`config.mk`:
```
export PLATFORM = sky130hd
export DESIGN_NAME = scalar_kalman_position_filter
export DESIGN_NICKNAME = d
export VERILOG_FILES = /design/src/rtl/skpf_pkg.sv /design/src/rtl/scalar_kalman_position_filter.sv
export SDC_FILE = /design/constraint.sdc
export NUM_CORES = 1
export LEC_CHECK = 0
export ABC_CLOCK_PERIOD_IN_PS = 21200
export BUFFER_PORTS_ARGS = -buffer_cell sky130_fd_sc_hd__buf_2
export CORE_UTILIZATION = 45
export DETAILED_ROUTE_END_ITERATION = 8
export PLACE_DENSITY = 0.69
export SYNTH_ARGS = -nofsm -noshare
export SYNTH_HDL_FRONTEND = slang
export SYNTH_SLANG_ARGS = --single-unit
```
`constraint.sdc`:
```
create_clock -name clk -period 21.2 [get_ports clk]
set_input_delay 3.18 -clock clk [delete_from_list [all_inputs] [get_ports clk]]
set_output_delay 3.18 -clock clk [all_outputs]
set_load 0.02 [all_outputs]
```
`src/rtl/skpf_pkg.sv`:
```
package skpf_pkg;

  // Field widths
  localparam int unsigned POS_W  = 32;   // signed Q16.16
  localparam int unsigned COV_W  = 31;   // unsigned Q15.16
  localparam int unsigned GAIN_W = 16;   // unsigned Q0.16
  localparam int unsigned IDX_W  = 3;
  localparam int unsigned DATA_W = 32;

  // Serial datapath widths
  localparam int unsigned MCD_W  = 33;   // signed multiplicand
  localparam int unsigned MLT_W  = 31;   // unsigned multiplier, one bit per cycle
  localparam int unsigned ACC_W  = 34;   // upper accumulator half
  localparam int unsigned QUO_W  = 17;   // gain quotient before saturation
  localparam int unsigned CNT_W  = 5;

  localparam logic [CNT_W-1:0] MUL_LAST = CNT_W'(MLT_W - 1);
  localparam logic [CNT_W-1:0] DIV_LAST = CNT_W'(QUO_W - 1);

  // Register indexes
  localparam logic [IDX_W-1:0] REG_INIT_POS = 3'd0;
  localparam logic [IDX_W-1:0] REG_VELOCITY = 3'd1;
  localparam logic [IDX_W-1:0] REG_INIT_COV = 3'd2;
  localparam logic [IDX_W-1:0] REG_PROC_NS  = 3'd3;
  localparam logic [IDX_W-1:0] REG_MEAS_NS  = 3'd4;
  localparam logic [IDX_W-1:0] REG_TSTEP    = 3'd5;

  // Register reset values
  localparam logic [POS_W-1:0] RST_INIT_POS = 32'sd0;
  localparam logic [POS_W-1:0] RST_VELOCITY = 32'd65536;
  localparam logic [COV_W-1:0] RST_INIT_COV = 31'd65536;
  localparam logic [COV_W-1:0] RST_PROC_NS  = 31'd6554;
  localparam logic [COV_W-1:0] RST_MEAS_NS  = 31'd32768;
  localparam logic [COV_W-1:0] RST_TSTEP    = 31'd65536;

  // Saturation limits and unity gain
  localparam logic [POS_W-1:0]  POS_MAX  = 32'h7FFF_FFFF;
  localparam logic [POS_W-1:0]  POS_MIN  = 32'h8000_0000;
  localparam logic [COV_W-1:0]  COV_MAX  = 31'h7FFF_FFFF;
  localparam logic [GAIN_W-1:0] GAIN_MAX = 16'hFFFF;
  localparam logic [QUO_W-1:0]  Q_ONE    = 17'h1_0000;

  // Sequencer states
  localparam int unsigned ST_W = 4;
  localparam logic [ST_W-1:0] ST_IDLE     = 4'd0;
  localparam logic [ST_W-1:0] ST_MUL_MOT  = 4'd1;
  localparam logic [ST_W-1:0] ST_PRED     = 4'd2;
  localparam logic [ST_W-1:0] ST_DIV_INIT = 4'd3;
  localparam logic [ST_W-1:0] ST_DIV      = 4'd4;
  localparam logic [ST_W-1:0] ST_KSET     = 4'd5;
  localparam logic [ST_W-1:0] ST_MUL_CORR = 4'd6;
  localparam logic [ST_W-1:0] ST_POS      = 4'd7;
  localparam logic [ST_W-1:0] ST_MUL_COV  = 4'd8;
  localparam logic [ST_W-1:0] ST_FIN      = 4'd9;

endpackage

```
`src/rtl/scalar_kalman_position_filter.sv`:
```
// Scalar constant-velocity Kalman position tracker, signed Q16.16. Every
// measurement beat runs one predict step (position += velocity*dt,
// covariance += Q) and one update step (gain = P/(P+R),
// position += gain*(z - position), P = (1-gain)*P); one result beat comes
// out for each measurement. Gain is unsigned Q0.16, forced to 0 when P+R is 0
// and capped at 65535 when R is 0. Results saturate to their field ranges.
// All arithmetic runs through one bit-serial shift-add multiplier (one
// multiplier bit per cycle) and a restoring divider (one quotient bit per
// cycle). The block works on one measurement at a time: each one passes
// through three serial products, one division and five further sequencer
// steps before its result is presented, and the next measurement is taken
// only once the sequencer is back at idle. A result sits in the output
// register until taken; the next measurement may be accepted meanwhile and
// its result waits in the last sequencer step. Writing initial_position or
// initial_covariance also reloads the tracker state. cfg_ready is high only
// while the block is idle, and a pending configuration write holds off the
// next measurement. Writes to unknown indexes are ignored, and value bits
// above a register's width drop.
module scalar_kalman_position_filter (
  input  logic                                clk,
  input  logic                                rst_n,
  // measurement channel
  input  logic                                in_valid,
  output logic                                in_stall,
  input  logic signed [skpf_pkg::POS_W-1:0]   in_measurement,
  // result channel
  output logic                                out_valid,
  input  logic                                out_stall,
  output logic signed [skpf_pkg::POS_W-1:0]   out_position_estimate,
  output logic signed [skpf_pkg::POS_W-1:0]   out_velocity_estimate,
  output logic        [skpf_pkg::GAIN_W-1:0]  out_gain,
  output logic        [skpf_pkg::COV_W-1:0]   out_covariance,
  // configuration write channel
  input  logic                                cfg_valid,
  output logic                                cfg_ready,
  input  logic        [skpf_pkg::IDX_W-1:0]   cfg_index,
  input  logic        [skpf_pkg::DATA_W-1:0]  cfg_data
);

  import skpf_pkg::*;

  // ---------------------------------------------------------------------
  // Configuration registers and tracker state
  // ---------------------------------------------------------------------
  logic [POS_W-1:0] vel_r;
  logic [COV_W-1:0] proc_ns_r;
  logic [COV_W-1:0] meas_ns_r;
  logic [COV_W-1:0] tstep_r;

  logic [POS_W-1:0] pos_r;      // position estimate
  logic [COV_W-1:0] unc_r;      // covariance

  // ---------------------------------------------------------------------
  // Sequencer and datapath registers
  // ---------------------------------------------------------------------
  logic [ST_W-1:0]   state_r, state_nxt;
  logic [CNT_W-1:0]  cnt_r, cnt_nxt;

  logic [POS_W-1:0]  meas_r;
  logic [POS_W-1:0]  xp_r;      // predicted position
  logic [COV_W-1:0]  pp_r;      // predicted covariance
  logic [POS_W-1:0]  xnew_r;    // updated position
  logic [GAIN_W-1:0] k_r;

  // serial multiplier: {hi_r, lo_r} shifts right one bit per cycle
  logic [MCD_W-1:0]  mcd_r, mcd_nxt;
  logic [ACC_W-1:0]  hi_r, hi_nxt;
  logic [MLT_W-1:0]  lo_r, lo_nxt;

  // restoring divider
  logic [MCD_W-1:0]  rem_r, rem_nxt;
  logic [POS_W-1:0]  den_r;
  logic [QUO_W-1:0]  quo_r, quo_nxt;

  logic              out_valid_r;
  logic [POS_W-1:0]  out_pos_r;
  logic [POS_W-1:0]  out_vel_r;
  logic [GAIN_W-1:0] out_gain_r;
  logic [COV_W-1:0]  out_cov_r;

  // ---------------------------------------------------------------------
  // Combinational datapath
  // ---------------------------------------------------------------------
  logic              in_beat;
  logic              cfg_beat;
  logic              out_load;
  logic [ACC_W-1:0]  mul_sum;
  logic [ACC_W+MLT_W-1:0] mul_full;
  logic [2*POS_W-1:0]     prod;
  logic [POS_W+17-1:0]    pos_sum;    // 49-bit: position + shifted product
  logic [POS_W-1:0]       pos_sat;
  logic [POS_W-1:0]       pp_sum;
  logic [COV_W-1:0]       pp_sat;
  logic                   div_ge;
  logic [MCD_W-1:0]       div_diff;
  logic [GAIN_W-1:0]      k_val;
  logic [MCD_W-1:0]       innov;
  logic [QUO_W-1:0]       one_minus_k;
  logic [COV_W-1:0]       pnew;

  // a waiting configuration write goes first
  assign in_stall  = (state_r != ST_IDLE) || cfg_valid;
  assign in_beat   = in_valid && !in_stall;
  assign cfg_ready = (state_r == ST_IDLE);
  assign cfg_beat  = cfg_valid && cfg_ready;
  assign out_load  = (state_r == ST_FIN) && (!out_valid_r || !out_stall);

  // one shift-add step: add multiplicand if current multiplier bit set
  assign mul_sum  = hi_r + (lo_r[0] ? {mcd_r[MCD_W-1], mcd_r} : '0);
  assign mul_full = {hi_r, lo_r};
  assign prod     = mul_full[2*POS_W-1:0];

  // base + floor(prod / 2^16), saturated to signed 32 bits
  always_comb begin
    logic [POS_W-1:0] base;
    base = (state_r == ST_PRED) ? pos_r : xp_r;
    pos_sum = {{17{base[POS_W-1]}}, base} + {prod[2*POS_W-1], prod[2*POS_W-1:16]};
    if (pos_sum[POS_W+16:POS_W-1] == {18{pos_sum[POS_W+16]}}) begin
      pos_sat = pos_sum[POS_W-1:0];
    end else if (pos_sum[POS_W+16]) begin
      pos_sat = POS_MIN;
    end else begin
      pos_sat = POS_MAX;
    end
  end

  assign pp_sum = {1'b0, unc_r} + {1'b0, proc_ns_r};
  assign pp_sat = pp_sum[POS_W-1] ? COV_MAX : pp_sum[COV_W-1:0];

  assign div_ge   = (rem_r >= {1'b0, den_r});
  assign div_diff = rem_r - {1'b0, den_r};

  // zero denominator gives zero gain; R = 0 gives a quotient of 1.0, capped
  always_comb begin
    if (den_r == '0) begin
      k_val = '0;
    end else if (quo_r[QUO_W-1]) begin
      k_val = GAIN_MAX;
    end else begin
      k_val = quo_r[GAIN_W-1:0];
    end
  end

  assign innov       = {meas_r[POS_W-1], meas_r} - {xp_r[POS_W-1], xp_r};
  assign one_minus_k = Q_ONE - {1'b0, k_r};
  assign pnew        = (|prod[2*POS_W-1:COV_W+16]) ? COV_MAX : prod[COV_W+15:16];

  // ---------------------------------------------------------------------
  // Sequencer
  // ---------------------------------------------------------------------
  always_comb begin
    state_nxt = state_r;
    cnt_nxt   = cnt_r;
    mcd_nxt   = mcd_r;
    hi_nxt    = hi_r;
    lo_nxt    = lo_r;
    rem_nxt   = rem_r;
    quo_nxt   = quo_r;
    unique case (state_r)
      ST_IDLE: begin
        if (in_beat) begin
          mcd_nxt   = {vel_r[POS_W-1], vel_r};
          hi_nxt    = '0;
          lo_nxt    = tstep_r;
          cnt_nxt   = MUL_LAST;
          state_nxt = ST_MUL_MOT;
        end
      end
      ST_MUL_MOT, ST_MUL_CORR, ST_MUL_COV: begin
        hi_nxt  = {mul_sum[ACC_W-1], mul_sum[ACC_W-1:1]};
        lo_nxt  = {mul_sum[0], lo_r[MLT_W-1:1]};
        cnt_nxt = cnt_r - 1'b1;
        if (cnt_r == '0) begin
          unique case (state_r)
            ST_MUL_MOT:  state_nxt = ST_PRED;
            ST_MUL_CORR: state_nxt = ST_POS;
            default:     state_nxt = ST_FIN;
          endcase
        end
      end
      ST_PRED: begin
        state_nxt = ST_DIV_INIT;
      end
      ST_DIV_INIT: begin
        rem_nxt   = {2'b00, pp_r};
        quo_nxt   = '0;
        cnt_nxt   = DIV_LAST;
        state_nxt = ST_DIV;
      end
      ST_DIV: begin
        rem_nxt = {(div_ge ? div_diff[MCD_W-2:0] : rem_r[MCD_W-2:0]), 1'b0};
        quo_nxt = {quo_r[QUO_W-2:0], div_ge};
        cnt_nxt = cnt_r - 1'b1;
        if (cnt_r == '0) begin
          state_nxt = ST_KSET;
        end
      end
      ST_KSET: begin
        mcd_nxt   = innov;
        hi_nxt    = '0;
        lo_nxt    = {{(MLT_W-GAIN_W){1'b0}}, k_val};
        cnt_nxt   = MUL_LAST;
        state_nxt = ST_MUL_CORR;
      end
      ST_POS: begin
        mcd_nxt   = {2'b00, pp_r};
        hi_nxt    = '0;
        lo_nxt    = {{(MLT_W-QUO_W){1'b0}}, one_minus_k};
        cnt_nxt   = MUL_LAST;
        state_nxt = ST_MUL_COV;
      end
      ST_FIN: begin
        if (out_load) begin
          state_nxt = ST_IDLE;
        end
      end
      default: begin
        state_nxt = ST_IDLE;
      end
    endcase
  end

  always_ff @(posedge clk) begin
    if (!rst_n) begin
      state_r     <= ST_IDLE;
      cnt_r       <= '0;
      out_valid_r <= 1'b0;
    end else begin
      state_r <= state_nxt;
      cnt_r   <= cnt_nxt;
      if (out_load) begin
        out_valid_r <= 1'b1;
      end else if (!out_stall) begin
        out_valid_r <= 1'b0;
      end
    end
  end

  // configuration and tracker state; writes only land while idle, so they
  // never meet a state update
  always_ff @(posedge clk) begin
    if (!rst_n) begin
      vel_r      <= RST_VELOCITY;
      proc_ns_r  <= RST_PROC_NS;
      meas_ns_r  <= RST_MEAS_NS;
      tstep_r    <= RST_TSTEP;
      pos_r      <= RST_INIT_POS;
      unc_r      <= RST_INIT_COV;
    end else begin
      if (out_load) begin
        pos_r <= xnew_r;
        unc_r <= pnew;
      end
      if (cfg_beat) begin
        unique case (cfg_index)
          REG_INIT_POS: pos_r     <= cfg_data;
          REG_VELOCITY: vel_r     <= cfg_data;
          REG_INIT_COV: unc_r     <= cfg_data[COV_W-1:0];
          REG_PROC_NS:  proc_ns_r <= cfg_data[COV_W-1:0];
          REG_MEAS_NS:  meas_ns_r <= cfg_data[COV_W-1:0];
          REG_TSTEP:    tstep_r   <= cfg_data[COV_W-1:0];
          default: ;
        endcase
      end
    end
  end

  // datapath payload
  always_ff @(posedge clk) begin
    mcd_r <= mcd_nxt;
    hi_r  <= hi_nxt;
    lo_r  <= lo_nxt;
    rem_r <= rem_nxt;
    quo_r <= quo_nxt;
    if (in_beat) begin
      meas_r <= in_measurement;
    end
    if (state_r == ST_PRED) begin
      xp_r <= pos_sat;
      pp_r <= pp_sat;
    end
    if (state_r == ST_DIV_INIT) begin
      den_r <= {1'b0, pp_r} + {1'b0, meas_ns_r};
    end
    if (state_r == ST_KSET) begin
      k_r <= k_val;
    end
    if (state_r == ST_POS) begin
      xnew_r <= pos_sat;
    end
    if (out_load) begin
      out_pos_r  <= xnew_r;
      out_vel_r  <= vel_r;
      out_gain_r <= k_r;
      out_cov_r  <= pnew;
    end
  end

  assign out_valid             = out_valid_r;
  assign out_position_estimate = out_pos_r;
  assign out_velocity_estimate = out_vel_r;
  assign out_gain              = out_gain_r;
  assign out_covariance        = out_cov_r;

  // ---------------------------------------------------------------------
  // Assertions
  // ---------------------------------------------------------------------
  // a fresh result always comes with the sequencer back at idle
  a_result_idle: assert property (@(posedge clk) disable iff (!rst_n)
    $rose(out_valid_r) |-> (state_r == ST_IDLE))
    else $error("result loaded without returning to idle");

  // the update never grows the covariance beyond the predicted value
  a_cov_shrinks: assert property (@(posedge clk) disable iff (!rst_n)
    out_load |-> (pnew <= pp_r))
    else $error("updated covariance above predicted covariance");

  // zero denominator must give zero gain
  a_zero_den_gain: assert property (@(posedge clk) disable iff (!rst_n)
    ((state_r == ST_KSET) && (den_r == '0)) |=> (k_r == '0))
    else $error("nonzero gain with zero denominator");

  // no measurement is taken while one is in flight
  a_one_in_flight: assert property (@(posedge clk) disable iff (!rst_n)
    ((state_r != ST_IDLE) && (state_r != ST_MUL_MOT)) |=> (state_r != ST_MUL_MOT))
    else $error("new measurement started mid computation");

endmodule
```
==> impl_metrics.json <==
{
  "overflow": 0,
  "finalHoldViolCount": 0,
  "clock_latency_ns": 0.62,
  "dp_hpwl_mm": 78.5,
  "cts_root_buffer": "clkbuf_16",
  "cts_tree": "done",
  "use_met2_pct": 40.4,
  "num_vias": 28100,
  "syn_avg_cell_area_um2": 9.82,
  "fp-row-count": 101,
  "grt_pass1_vias": 26100,
  "cap_violations": 0,
  "ys_warn_count": 0,
  "nNetsFinal": 4004,
  "power_density_nw_per_um2": 123,
  "worstSetupEndpointType": "flop",
  "fin_setup_tns_ns": 0,
  "layout.cells.non_filler": 4804,
  "synth_nets": 3858,
  "hp-class": "flop to flop",
  "postCtsSetupRepairBufs": 0,
  "fmax_ghz": 0.142,
  "final_common_cell": "nand2_1",
  "grt_max_degree": 127,
  "dp.cells": 4673,
  "ios": 186,
  "async_flop_share_pct": 0,
  "drive_gt1_share_pct": 10.8,
  "worstMarginPinSlew_ns": 1.29,
  "antenna_found_initial": 3,
  "grt_use_total_pct": 27.2,
  "wire_per_inst_um": 22.5,
  "fin_crit_sh_pct": 33.2,
  "numCtsBuffers": 71,
  "crit_required_ns": 21.50,
  "path_class": "flop to flop",
  "syn-cell-area_um2": 35000,
  "vdd_ir_drop_max_mv": 0.102,
  "path_max_fanout": 126,
  "drtIter0Drc": 3030,
  "report.final.slew_viol_count": 0,
  "synth_edf_count": 433,
  "grt_use_met3_pct": 6.13,
  "synth_seq_area_share_pct": 48.4,
  "grt_pass1_wl_mm": 161,
  "avgViaCountPerCell": 5.85,
  "use_met1_pct": 38.8,
  "wirelength_mm": 108,
  "cts_hold_buf": 0,
  "cp.arrival_ns": 7.33,
  "clockBufferDepth": 3,
  "status": "finished, final reports clean",
  "place_congestion": 0.940,
  "post_cts_resized": 0,
  "worst_setup_path_start_kind": "flop",
  "drt_pass1_iterations": 8,
  "skew_ns": 0.0283,
  "ctsHtreeMaxLevel": 3,
  "fp.dieH_um": 281,
  "total_leakage_power_nw": 15.8,
  "ys_ff_latch": 631,
  "finalCriticalPeriod_ns": 7.03,
  "syn_inst": 3570,
  "finalPower_mw": 4.84,
  "relSlewSlack_pct": 13.3,
  "finalSetupViolCount": 0,
  "start_util_pct": 45.8,
  "fp.dieArea_um2": 79000,
  "port_buffers": 185,
  "core-area_um2": 76500,
  "ant_nets": 0,
  "ys.flop_type": "edfxtp_1",
  "most-common-layout-cells": "nand2_1 (542), edfxtp_1 (433), a21oi_1 (297)",
  "clock-sinks": 631,
  "rsz0062_at_grt": "no",
  "die_w_um": 281,
  "drc_errors": 0,
  "clk_pin_slew_worst_paths_ns": 0.06,
  "antenna_cells": 0,
  "grt-busiest-layer": "met2",
  "area_delta_synth_final_pct": 12.8,
  "synthDistinctLibCells": 80
}
## worst paths after layout
| kind | from | end | slack [ns] | cells after the start |
|---|---|---|---|---|
| min reg2reg | xnew_r[21]$_DFFE_PP_ | out_position_estimate[21]$_DFFE_PP_ | 0.45 | 0 |
| max | state_r[1]$_SDFFE_PN0P_ | xp_r[3]$_DFFE_PN_ | 14.17 | 17 |
| min | xnew_r[21]$_DFFE_PP_ | out_position_estimate[21]$_DFFE_PP_ | 0.45 | 0 |
| max reg2reg | state_r[1]$_SDFFE_PN0P_ | xp_r[3]$_DFFE_PN_ | 14.17 | 17 |
## sequential cells by signal, summed over array words and instances (netlist names), 32 cells and up
name                   flops
den_r                     32
out_velocity_estimate     32
mcd_r                     33
xnew_r                    32
vel_r                     32
xp_r                      32
meas_r                    32
hi_r                      33
pos_r                     32
rem_r                     33
out_position_estimate     32
## cell usage after synthesis (all sizes together), types with 34 or more instances
cell	number	area (um^2)
nor3	48	240
a21oi	298	1490
edfxtp	433	13000
nand2b	65	407
o211a	34	340
and2	63	394
inv	139	522
a21o	90	676
o21ai	213	1070
xor2	72	631
nand3	69	345
nor2	235	882
mux2i	89	891
clkbuf	116	435
xnor2	97	850
nand2	544	2040
and3	44	275
dfxtp	198	3960
nor2b	36	225
o21a	46	345
o31ai	39	348
ha	210	2630
## through the flow
stage / hold slack [ns] / util, % / setup slack, ns / instance area, um^2
final: 0.449 / 51.7 / 14.17 / 39500
after global routing: 0.461 / 51.7 / 13.77 / 39500
after CTS: 0.455 / 51.7 / 14.36 / 39500
after detailed placement: 0.440 / 48.4 / 14.39 / 37000
after global placement: 0.441 / 48.4 / 14.40 / 37000
after floorplan: 0.426 / - / 13.41 / 35000
## cell families after synthesis
| logic type | share of synthesized area, % |
|---|---|
| AO/OA/AOI/OAI | 17.6 |
| XOR/XNOR | 4.22 |
| AND/OR/NAND/NOR | 16.0 |
| buffers and inverters | 3.18 |
| multiplexers | 2.74 |
| adder cells (fa/ha/maj) | 7.84 |
| flip-flops | 48.4 |
## worst max-delay path: stages, from the launching register on
cell and delay, ns:
dfxtp_1 0.67, nand2b_1 0.20, nor3_2 0.23, buf_12 0.46, mux2_2 0.41, ha_1 0.23
fa_1 0.45, a211oi_2 0.25, o211ai_1 0.20, a211o_2 0.43, o2111ai_1 0.44, o21ai_1 0.21
o311ai_0 0.61, o2111ai_1 0.20, o21ai_1 0.19, and3_1 0.20, a31o_2 0.82, o31ai_1 0.27
## cell type report
type	count	area, um^2
clock buffer	95	2050
tap	1030	1290
fill	6923	36900
clock inverter	36	444
inverter	141	531
timing repair buffer	220	1200
sequential	631	17000
multi-input combinational	2651	17000
## report_power, final
part	total, mW	switching (mW)	internal, mW
sequential	1.69	0.142	1.55
combinational	1.84	1.16	0.678
clock	1.32	0.522	0.795
## per-layer routing
| metal | wire (um) | part of all wire [%] | vias to the layer above |
|---|---|---|---|
| met5 | 0 | 0 | - |
| met2 | 46900 | 43 | 1205 |
| met3 | 10400 | 9.6 | 189 |
| met4 | 3430 | 3.2 | 0 |
| met1 | 47500 | 44 | 13500 |
| li1 | - | - | 13200 |
No activity file was read; power rests on OpenSTA's default activity.
